### src/rtl/core/http_request_byte_tokenizer_macros.svh
// assertion helpers for the tokenizer rtl
`ifndef HTTP_REQUEST_BYTE_TOKENIZER_MACROS_SVH
`define HTTP_REQUEST_BYTE_TOKENIZER_MACROS_SVH

// clocked check, masked while reset is asserted
`define HRBT_ASSERT(lbl, prop, msg) \
    lbl: assert property (@(posedge i_clk) disable iff (!i_rst_n) prop) else $error(msg);

// clocked check that also holds through reset
`define HRBT_ASSERT_ALWAYS(lbl, prop, msg) \
    lbl: assert property (@(posedge i_clk) prop) else $error(msg);

`endif

### src/rtl/core/hrbt_pkg.sv
package hrbt_pkg;

    // default saturation point of the header counter
    localparam int unsigned HEADER_COUNT_MAX_DEF = 255;

    // bytes skipped between the uri and the version
    localparam int unsigned PREFIX_LEN = 5;

    // characters the parser looks for
    localparam logic [7:0] CH_CR    = 8'h0D;
    localparam logic [7:0] CH_LF    = 8'h0A;
    localparam logic [7:0] CH_COLON = 8'h3A;
    localparam logic [7:0] CH_SP    = 8'h20;
    localparam logic [7:0] CH_TAB   = 8'h09;

    // parse phases
    typedef enum logic [3:0] {
        PH_LEAD,
        PH_METHOD,
        PH_SEP1,
        PH_URI,
        PH_SEP2,
        PH_PREFIX,
        PH_VSTART,
        PH_VERSION,
        PH_LINE_LF,
        PH_LINE_START,
        PH_NAME,
        PH_HSEP,
        PH_VALUE,
        PH_END_LF,
        PH_BODY_FIRST,
        PH_BODY
    } t_phase;

    // byte tags
    typedef enum logic [2:0] {
        CL_SKIP    = 3'd0,
        CL_METHOD  = 3'd1,
        CL_URI     = 3'd2,
        CL_VERSION = 3'd3,
        CL_NAME    = 3'd4,
        CL_VALUE   = 3'd5,
        CL_EOL     = 3'd6,
        CL_BODY    = 3'd7
    } t_byte_class;

    typedef struct packed {
        t_phase     phase;
        logic [2:0] prefix_left;
        logic [7:0] header_count;
    } t_parse_state;

    typedef struct packed {
        t_byte_class byte_class;
        logic        token_first;
    } t_byte_tag;

    localparam t_parse_state PARSE_STATE_RST = '{
        phase:        PH_LEAD,
        prefix_left:  3'd0,
        header_count: 8'd0
    };

endpackage

### src/rtl/core/hrbt_classify.sv
module hrbt_classify #(
    parameter int unsigned HEADER_COUNT_MAX = hrbt_pkg::HEADER_COUNT_MAX_DEF
) (
    input  hrbt_pkg::t_parse_state i_state,
    input  logic [7:0]             i_data_byte,
    input  logic                   i_new_request,
    output hrbt_pkg::t_parse_state o_state,
    output hrbt_pkg::t_byte_tag    o_tag
);

    localparam int unsigned CAP_INT   = (HEADER_COUNT_MAX < 255) ? HEADER_COUNT_MAX : 255;
    localparam logic [7:0]  COUNT_CAP = CAP_INT[7:0];
    localparam logic [2:0]  PREFIX_INIT = 3'((hrbt_pkg::PREFIX_LEN - 1) & 7);

    hrbt_pkg::t_parse_state st;
    logic                   is_cr;
    logic                   is_lf;
    logic                   is_colon;
    logic                   is_blank;
    logic [7:0]             cnt_inc;
    logic [2:0]             prefix_dec;

    // line start handling, shared by two phases
    hrbt_pkg::t_phase       ls_phase;
    hrbt_pkg::t_byte_class  ls_class;
    logic                   ls_first;
    logic [7:0]             ls_count;

    // a new request restarts from the reset state with this byte
    assign st = i_new_request ? hrbt_pkg::PARSE_STATE_RST : i_state;

    assign is_cr    = (i_data_byte == hrbt_pkg::CH_CR);
    assign is_lf    = (i_data_byte == hrbt_pkg::CH_LF);
    assign is_colon = (i_data_byte == hrbt_pkg::CH_COLON);
    assign is_blank = (i_data_byte == hrbt_pkg::CH_SP) || (i_data_byte == hrbt_pkg::CH_TAB);

    // saturating header count
    assign cnt_inc    = (st.header_count < COUNT_CAP) ? st.header_count + 8'd1
                                                      : st.header_count;
    assign prefix_dec = st.prefix_left - 3'd1;

    // first byte of a header line or of the blank line ending the headers
    always_comb begin
        if (is_cr) begin
            ls_phase = hrbt_pkg::PH_END_LF;
            ls_class = hrbt_pkg::CL_EOL;
            ls_first = 1'b0;
            ls_count = st.header_count;
        end else if (is_colon) begin
            ls_phase = hrbt_pkg::PH_HSEP;
            ls_class = hrbt_pkg::CL_SKIP;
            ls_first = 1'b0;
            ls_count = cnt_inc;
        end else begin
            ls_phase = hrbt_pkg::PH_NAME;
            ls_class = hrbt_pkg::CL_NAME;
            ls_first = 1'b1;
            ls_count = cnt_inc;
        end
    end

    // phase transitions and byte tag
    always_comb begin
        o_state           = st;
        o_tag.byte_class  = hrbt_pkg::CL_SKIP;
        o_tag.token_first = 1'b0;
        unique case (st.phase)
            hrbt_pkg::PH_LEAD: begin
                if (is_cr || is_lf) begin
                    o_tag.byte_class = hrbt_pkg::CL_SKIP;
                end else if (is_blank) begin
                    o_state.phase = hrbt_pkg::PH_SEP1;
                end else begin
                    o_tag.byte_class  = hrbt_pkg::CL_METHOD;
                    o_tag.token_first = 1'b1;
                    o_state.phase     = hrbt_pkg::PH_METHOD;
                end
            end
            hrbt_pkg::PH_METHOD: begin
                if (is_blank) o_state.phase = hrbt_pkg::PH_SEP1;
                else          o_tag.byte_class = hrbt_pkg::CL_METHOD;
            end
            hrbt_pkg::PH_SEP1: begin
                if (!is_blank) begin
                    o_tag.byte_class  = hrbt_pkg::CL_URI;
                    o_tag.token_first = 1'b1;
                    o_state.phase     = hrbt_pkg::PH_URI;
                end
            end
            hrbt_pkg::PH_URI: begin
                if (is_blank) o_state.phase = hrbt_pkg::PH_SEP2;
                else          o_tag.byte_class = hrbt_pkg::CL_URI;
            end
            hrbt_pkg::PH_SEP2: begin
                // first non-blank is the first skipped prefix byte
                if (!is_blank) begin
                    o_state.prefix_left = PREFIX_INIT;
                    o_state.phase = (PREFIX_INIT == 3'd0) ? hrbt_pkg::PH_VSTART
                                                          : hrbt_pkg::PH_PREFIX;
                end
            end
            hrbt_pkg::PH_PREFIX: begin
                o_state.prefix_left = prefix_dec;
                if (prefix_dec == 3'd0) o_state.phase = hrbt_pkg::PH_VSTART;
            end
            hrbt_pkg::PH_VSTART: begin
                if (is_cr) begin
                    o_tag.byte_class = hrbt_pkg::CL_EOL;
                    o_state.phase    = hrbt_pkg::PH_LINE_LF;
                end else begin
                    o_tag.byte_class  = hrbt_pkg::CL_VERSION;
                    o_tag.token_first = 1'b1;
                    o_state.phase     = hrbt_pkg::PH_VERSION;
                end
            end
            hrbt_pkg::PH_VERSION: begin
                if (is_cr) begin
                    o_tag.byte_class = hrbt_pkg::CL_EOL;
                    o_state.phase    = hrbt_pkg::PH_LINE_LF;
                end else begin
                    o_tag.byte_class = hrbt_pkg::CL_VERSION;
                end
            end
            hrbt_pkg::PH_LINE_LF: begin
                // lf after cr is line end, anything else starts the next line
                if (is_lf) begin
                    o_tag.byte_class = hrbt_pkg::CL_EOL;
                    o_state.phase    = hrbt_pkg::PH_LINE_START;
                end else begin
                    o_tag.byte_class     = ls_class;
                    o_tag.token_first    = ls_first;
                    o_state.phase        = ls_phase;
                    o_state.header_count = ls_count;
                end
            end
            hrbt_pkg::PH_LINE_START: begin
                o_tag.byte_class     = ls_class;
                o_tag.token_first    = ls_first;
                o_state.phase        = ls_phase;
                o_state.header_count = ls_count;
            end
            hrbt_pkg::PH_NAME: begin
                if (is_colon) o_state.phase = hrbt_pkg::PH_HSEP;
                else          o_tag.byte_class = hrbt_pkg::CL_NAME;
            end
            hrbt_pkg::PH_HSEP: begin
                if (!(is_colon || is_blank || is_cr || is_lf)) begin
                    o_tag.byte_class  = hrbt_pkg::CL_VALUE;
                    o_tag.token_first = 1'b1;
                    o_state.phase     = hrbt_pkg::PH_VALUE;
                end
            end
            hrbt_pkg::PH_VALUE: begin
                if (is_cr) begin
                    o_tag.byte_class = hrbt_pkg::CL_EOL;
                    o_state.phase    = hrbt_pkg::PH_LINE_LF;
                end else begin
                    o_tag.byte_class = hrbt_pkg::CL_VALUE;
                end
            end
            hrbt_pkg::PH_END_LF: begin
                o_tag.byte_class = hrbt_pkg::CL_EOL;
                o_state.phase    = hrbt_pkg::PH_BODY_FIRST;
            end
            hrbt_pkg::PH_BODY_FIRST: begin
                o_tag.byte_class  = hrbt_pkg::CL_BODY;
                o_tag.token_first = 1'b1;
                o_state.phase     = hrbt_pkg::PH_BODY;
            end
            hrbt_pkg::PH_BODY: begin
                o_tag.byte_class = hrbt_pkg::CL_BODY;
            end
        endcase
    end

endmodule

### src/rtl/core/http_request_byte_tokenizer.sv
// channel | direction | handshake                  | payload
// --------+-----------+----------------------------+------------------------------------
// input   | in        | i_in_valid / o_in_stall    | i_data_byte, i_new_request
// output  | out       | o_out_valid / i_out_stall  | o_out_byte, o_byte_class,
//         |           |                            | o_token_first, o_header_number
//
// one item per cycle sustained while the output is not stalled; an accepted item passes
// through the input register and then the result register around the phase logic
// synchronous active-low reset returns to the leading blank phase with a zero header count
// an output stall holds the result; the input register still takes an item while the
// result register is full, and o_in_stall rises only when both registers hold items
// and the output is stalled
`include "http_request_byte_tokenizer_macros.svh"

module http_request_byte_tokenizer #(
    parameter int unsigned HEADER_COUNT_MAX = hrbt_pkg::HEADER_COUNT_MAX_DEF
) (
    input  logic       i_clk,
    input  logic       i_rst_n,
    input  logic       i_in_valid,
    output logic       o_in_stall,
    input  logic [7:0] i_data_byte,
    input  logic       i_new_request,
    output logic       o_out_valid,
    input  logic       i_out_stall,
    output logic [7:0] o_out_byte,
    output logic [2:0] o_byte_class,
    output logic       o_token_first,
    output logic [7:0] o_header_number
);

    localparam int unsigned CAP_INT   = (HEADER_COUNT_MAX < 255) ? HEADER_COUNT_MAX : 255;
    localparam logic [7:0]  COUNT_CAP = CAP_INT[7:0];

    logic                   r_in_vld;
    logic [7:0]             r_in_byte;
    logic                   r_in_req;
    logic                   r_out_vld;
    logic [7:0]             r_out_byte;
    hrbt_pkg::t_byte_tag    r_out_tag;
    logic [7:0]             r_out_count;
    hrbt_pkg::t_parse_state r_state;
    hrbt_pkg::t_parse_state n_state;
    hrbt_pkg::t_byte_tag    n_tag;
    logic                   out_adv;
    logic                   stage_adv;

    // pipeline flow control
    assign out_adv    = !r_out_vld || !i_out_stall;
    assign stage_adv  = r_in_vld && out_adv;
    assign o_in_stall = r_in_vld && !out_adv;

    // phase logic
    hrbt_classify #(
        .HEADER_COUNT_MAX (HEADER_COUNT_MAX)
    ) u_classify (
        .i_state       (r_state),
        .i_data_byte   (r_in_byte),
        .i_new_request (r_in_req),
        .o_state       (n_state),
        .o_tag         (n_tag)
    );

    // control state
    always_ff @(posedge i_clk) begin
        if (!i_rst_n) begin
            r_in_vld  <= 1'b0;
            r_out_vld <= 1'b0;
            r_state   <= hrbt_pkg::PARSE_STATE_RST;
        end else begin
            if (!o_in_stall) r_in_vld <= i_in_valid;
            if (out_adv)     r_out_vld <= r_in_vld;
            if (stage_adv)   r_state <= n_state;
        end
    end

    // payload registers
    always_ff @(posedge i_clk) begin
        if (!o_in_stall) begin
            r_in_byte <= i_data_byte;
            r_in_req  <= i_new_request;
        end
        if (out_adv) begin
            r_out_byte  <= r_in_byte;
            r_out_tag   <= n_tag;
            r_out_count <= n_state.header_count;
        end
    end

    assign o_out_valid     = r_out_vld;
    assign o_out_byte      = r_out_byte;
    assign o_byte_class    = r_out_tag.byte_class;
    assign o_token_first   = r_out_tag.token_first;
    assign o_header_number = r_out_count;

    // checks
    `HRBT_ASSERT(a_first_tagged,
        (o_out_valid && o_token_first) |->
            (o_byte_class != hrbt_pkg::CL_SKIP && o_byte_class != hrbt_pkg::CL_EOL),
        "token start on a skipped or line end item")
    `HRBT_ASSERT(a_count_cap, r_state.header_count <= COUNT_CAP, "header count above its cap")
    `HRBT_ASSERT(a_count_grows,
        (stage_adv && !r_in_req) |=>
            (r_state.header_count >= $past(r_state.header_count)),
        "header count fell without a new request")
    `HRBT_ASSERT_ALWAYS(a_stall_full,
        o_in_stall |-> (r_in_vld && r_out_vld),
        "input stalled with a free register")

endmodule

### config.mk
export PLATFORM = sky130hd
export DESIGN_NAME = http_request_byte_tokenizer
export DESIGN_NICKNAME = d
export VERILOG_FILES = /design/src/rtl/core/hrbt_pkg.sv /design/src/rtl/core/hrbt_classify.sv /design/src/rtl/core/http_request_byte_tokenizer.sv
export VERILOG_INCLUDE_DIRS = /design/src /design/src/rtl/core
export SDC_FILE = /design/constraint.sdc
export NUM_CORES = 1
export LEC_CHECK = 0
export BUFFER_PORTS_ARGS = -buffer_cell sky130_fd_sc_hd__buf_2
export CAP_MARGIN = 20
export CORE_MARGIN = 2
export CORE_UTILIZATION = 50
export CTS_CLUSTER_DIAMETER = 60
export DETAILED_ROUTE_END_ITERATION = 8
export PLACE_DENSITY = 0.74
export SLEW_MARGIN = 0
export SYNTH_ARGS = -nofsm -noshare
export SYNTH_HDL_FRONTEND = slang
export SYNTH_SLANG_ARGS = --single-unit
### constraint.sdc
create_clock -name i_clk -period 3.34 [get_ports i_clk]
set_clock_uncertainty 0.1 [all_clocks]
set_input_delay 0.334 -clock i_clk [delete_from_list [all_inputs] [get_ports i_clk]]
set_output_delay 0.334 -clock i_clk [all_outputs]
set_load 0.005 [all_outputs]
* After elaboration in Yosys (flattened, before gate mapping) *
Index checks and enable logic that the tools add are counted.

word-level totals
  word-level logic and storage cells = 89
  bits of input ports = 13
  output and inout port bits = 22
  flip-flop bits (word level) = 46

operators by class
  multiplexer cells = 39
  $add $sub $neg = 2
  equality and inequality tests = 20
  order comparisons = 1
  reductions and logical operators = 16

operators with widths
  kind                   number
  $pmux W4 S14           1
  $mux W4                12
  $pmux W3 S12           1
  $eq A4 B4 Y1 const B   8
  $eq A8 B4 Y1 const B   3
  $mux W8                3
  $mux W3                6
  $eq A4 B3 Y1 const B   4
  $eq A8 B6 Y1 const B   2
  $pmux W8 S2            1
  $mux W15               1
  $add A8 B1 Y8 const B  1
  $eq A4 B2 Y1 const B   2
  $lt A8 B8 Y1 const B   1
  $mux W2                4
  $mux W1                7
  $mux W7                1
  $pmux W1 S7            1
  $logic_or A1 B1 Y1     6
  $pmux W3 S2            1
  $reduce_or A2 Y1       3
  $eq A4 B1 Y1 const B   1
  $logic_not A4 Y1       1
  $logic_not A1 Y1       3
  3 further kinds        4

* Logic depth before layout (Yosys ltp) *
  depth in word-level cells = 7
  gate-level depth with buffers = 11
  mapped depth without buffers = 8

* Hierarchy *
A second synthesis with hierarchy kept.

second synthesis, totals
  cell total of the unflattened synthesis = 279
  area total of the unflattened synthesis = 2732.6 sq um

modules (own cells, without submodules)
  module                       times used  cells each  seq. area each (sq um)  area an instance (sq um)
  http_request_byte_tokenizer  1           102         1211.2                  1557.7
  hrbt_classify                1           177         0.0                     1174.9

* Least setup slack after synthesis *
Ideal clock, no wire load.

  path type = register -> register
  from = reg r_in_req
  to = reg r_out_count[0] (netlist: o_header_number[0]) (data pin)
  slack = 1.037 ns
  data arrival time = 1.935 ns
  required time = 2.972 ns
  cell stages (with the launch flop) = 10
  clock period less this slack = 2.303 ns
  path buffers = 3
  library setup time = 0.268 ns
  path through = edfxtp_1 > buf_6 > nor2b_1 > ha_1 > buf_4 > nand3b_1 > o31ai_1 > a21oi_2 > buf_4 > xor2_1

RTL lines
  what                    line                               RTL
  start, declared         http_request_byte_tokenizer.sv:37  logic r_in_req;
  start signal, assigned  http_request_byte_tokenizer.sv:81  r_in_req <= i_new_request;
  end signal, assigned    http_request_byte_tokenizer.sv:86  r_out_count <= n_state.header_count;
  end, declared           http_request_byte_tokenizer.sv:41  logic [7:0] r_out_count;

==> results.yml <==
status:
  status: "completed"
synth:
  synth-edff-count: 29
  synthArstFlopShare: 0
  synth_top_area_frac: 0.3260
  yosys.area.top_type: "edfxtp_1"
  ys_warn_count: 0
  yosysSeqAreaShare: 0.4534
  ys.flop_type: "edfxtp_1"
  synth_nets: 286
  ys_types: 67
  yosys-top-cells-area: "edfxtp_1 33%, dfxtp_1 13%, nand2b_1 3.0%"
  synth_common_cells: "29 x edfxtp_1, 20 x nand2_1, 17 x dfxtp_1, 17 x nor2_1"
  syn_avg_cell_area_um2: 9.894
  synth.most_common_cell: "edfxtp_1"
  netlist_instances: 270
  synthesis.area_um2: 2671
  ys_ff_latch: 46
final_layout:
  final_cells: 372
  nets: 317
  layout-drive-gt1-share: 0.2053
  num_antenna_cells: 0
  final_core_utilization: 0.5786
  syn_to_final_growth_pct: 11.33
sta:
  setup_ws_ns: 0.7935
  tns_ns: 0
  finalHoldViolations: 0
  worst-slew-pin-transition_ns: 0.6802
  maxSlewHeadroom: 0.5466
  finalCritPeriodShare: 0.7624
  setup_viol: 0
  min_period_ns: 2.546
  rsz0062_at_grt: "no"
  max_freq_mhz: 392.7
  drv_slew: 0
routing:
  met1_length_um: 2590
  drc: 0
  via_per_inst: 6.097
  route.met2.wl_um: 2776
  route.met3.wl_um: 461
  drt_iter0_markers: 242
  wire_per_inst_um: 15.97
  wl_um: 5939
  drtAntennaViolNets: 0
  vias: 2268
  highest_layer: "met4"
  firstDrtPassIters: 5
power_and_ir_drop:
  power_leakage_nw: 1.147
  power.density_nw_per_um2: 373.3
  vdd_drop_max_uv: 216.2
global_route:
  grt_pass1_vias: 2029
  grt_pass1_wl_um: 9915
  grt_antenna_before_repair: 0
  grt_usage: 0.2098
  grt-ovfl-total: 0
  grt_start_max_net_pins: 22
setup_path:
  worstPathRequired_ns: 3.30
  r2r-end: "o_header_number[1]$_DFFE_PN_"
  crit_type: "reg -> reg"
  rrSetupSlack_ns: 0.79
  cp_max_fo: 17
  endpoint_kind: "register"
  cp-start-kind: "register"
  cp_data_arrival_time_ns: 2.50
  r2r-start: "r_in_req$_DFFE_PN_"
  reg2regPathDepth: 7
clocking:
  cts_num_sinks: 46
  ctsResizeCount: 0
  path_clk_slew_ns: 0.08
  cts_root_buf: "clkbuf_8"
  cts_buffer_depth: 2
  cts_tree: "built"
  htree_levels: 2
  cts_made_buffers: 5
  cts-hold-fix-buffers: 0
  post-cts-setup-buffers: 0
  clk_latency_ns: 0.30
worst_hold_path:
  min_to: "r_in_byte[5]$_DFFE_PN_"
  hold_path_depth: 1
  holdCritPathClass: "in -> reg"
  min_from: "i_data_byte[5]"
floorplanning:
  pin_count: 35
  start_util: 0.5197
  chipHeight_um: 77.10
  rows: 26
  die_area_um2: 5944
  core_area_um2: 5140
  die_w_um: 77.10
placement:
  dp.cells: 364
  portBuffers: 34
  gp_congestion: 0.8816
  dp_slack_ns: 0.8369
  dp_hpwl_um: 4086
run:
  drv_cap: 0
==> sequential cells by signal, summed over array words and instances (netlist names) <==
name,cells
r_state,15
o_header_number,8
o_out_byte,8
r_in_byte,8
o_byte_class,3
o_out_valid,1
o_token_first,1
r_in_req,1
r_in_vld,1
==> layout make-up <==
type | count | area (µm²)
Fill cell | 471 | 2166
Timing Repair Buffer | 40 | 215.2
Tap cell | 70 | 87.58
Clock buffer | 7 | 86.33
Sequential cell | 46 | 1211
Clock inverter | 1 | 5.005
Inverter | 6 | 22.52
Multi-Input combinational cell | 202 | 1346
==> stage by stage <==
stage / hold slack [ns] / instance area (µm²) / power [mW]
floorplan: 0.3318 / 2671 / 0.7313
global placement: 0.3535 / 2883 / 0.7709
detailed placement: 0.3526 / 2883 / 0.7742
CTS: 0.09144 / 2974 / 1.119
global route: 0.08420 / 2974 / 1.164
finish: 0.1034 / 2974 / 1.110
==> placed cells by master, fill, tap and decap left out, types with 2 or more instances in the layout <==
cell type	netlist	routed
o21a_1	3	3
a211oi_1	2	2
a41o_1	2	2
nor3_1	5	5
o221ai_1	2	2
and3_1	4	4
nor4b_2	2	2
nor2_1	17	17
o31ai_1	2	2
nor3b_1	3	3
buf_2	4	34
inv_1	6	6
edfxtp_1	29	29
a31oi_1	12	12
o22ai_1	2	2
or3b_1	2	2
nor2b_1	11	11
o21ai_0	13	13
xnor2_1	3	3
or3_1	3	3
a22oi_1	2	2
mux2i_1	2	2
o211a_1	3	3
a21oi_1	13	13
nand2_1	20	20
a21o_1	4	4
nand3_1	11	11
o211ai_1	3	3
o32ai_1	2	2
ha_1	3	3
nand2b_1	13	13
a21oi_2	2	2
buf_4	3	6
nand4_1	3	3
clkbuf_8	0	6
nand3b_1	4	4
dfxtp_1	17	17
a32oi_1	2	2
==> critical path, cell delays in order (launching register included) <==
cell and delay [ns]:
edfxtp_1 0.40, buf_4 0.20, nor2b_1 0.32, ha_1 0.39, nand3b_1 0.13, o31ai_1 0.26, a21oi_2 0.19, mux2_2 0.32
==> where the power goes <==
group / switching, mW / internal [mW] / leakage [nW]
registers: 0.0226 / 0.629 / 0.454
clock network: 0.181 / 0.167 / 0.0482
logic: 0.0639 / 0.0471 / 0.645
total: 0.267 / 0.843 / 1.15
==> per-layer routing <==
layer,track usage,vias to the layer above
li1,-,1094
met4,0.08214,0
met2,0.3316,119
met3,0.03529,14
met1,0.2883,1041
met5,0,-
==> cell families (layout without fill, tap and decap cells) <==
family          Yosys count  in the layout  share of synthesized area
simple gates            109            109                     0.2440
compound gates           83             83                     0.2211
flops                    46             46                     0.4534
buf+inv                  22             54                    0.04262
xor+xnor                  4              4                    0.01312
fa+ha+maj                 3              3                    0.01405
mux                       3              3                    0.01171
==> how the worst max path moves through the flow <==
stage                            start                      endpoint  slack (ns)  depth (start not counted)
CTS                 r_in_req$_DFFE_PN_  o_header_number[1]$_DFFE_PN_        0.80                          7
detailed placement  r_in_req$_DFFE_PN_  o_header_number[1]$_DFFE_PN_        0.84                          7
finish              r_in_req$_DFFE_PN_  o_header_number[1]$_DFFE_PN_        0.79                          7
global placement    r_in_req$_DFFE_PN_  o_header_number[1]$_DFFE_PN_        0.90                          7
global route        r_in_req$_DFFE_PN_  o_header_number[3]$_DFFE_PN_        0.63                          8
floorplan           r_in_req$_DFFE_PN_  o_header_number[0]$_DFFE_PN_        1.04                          9
Note: power is estimated with default switching activity, not from simulation.
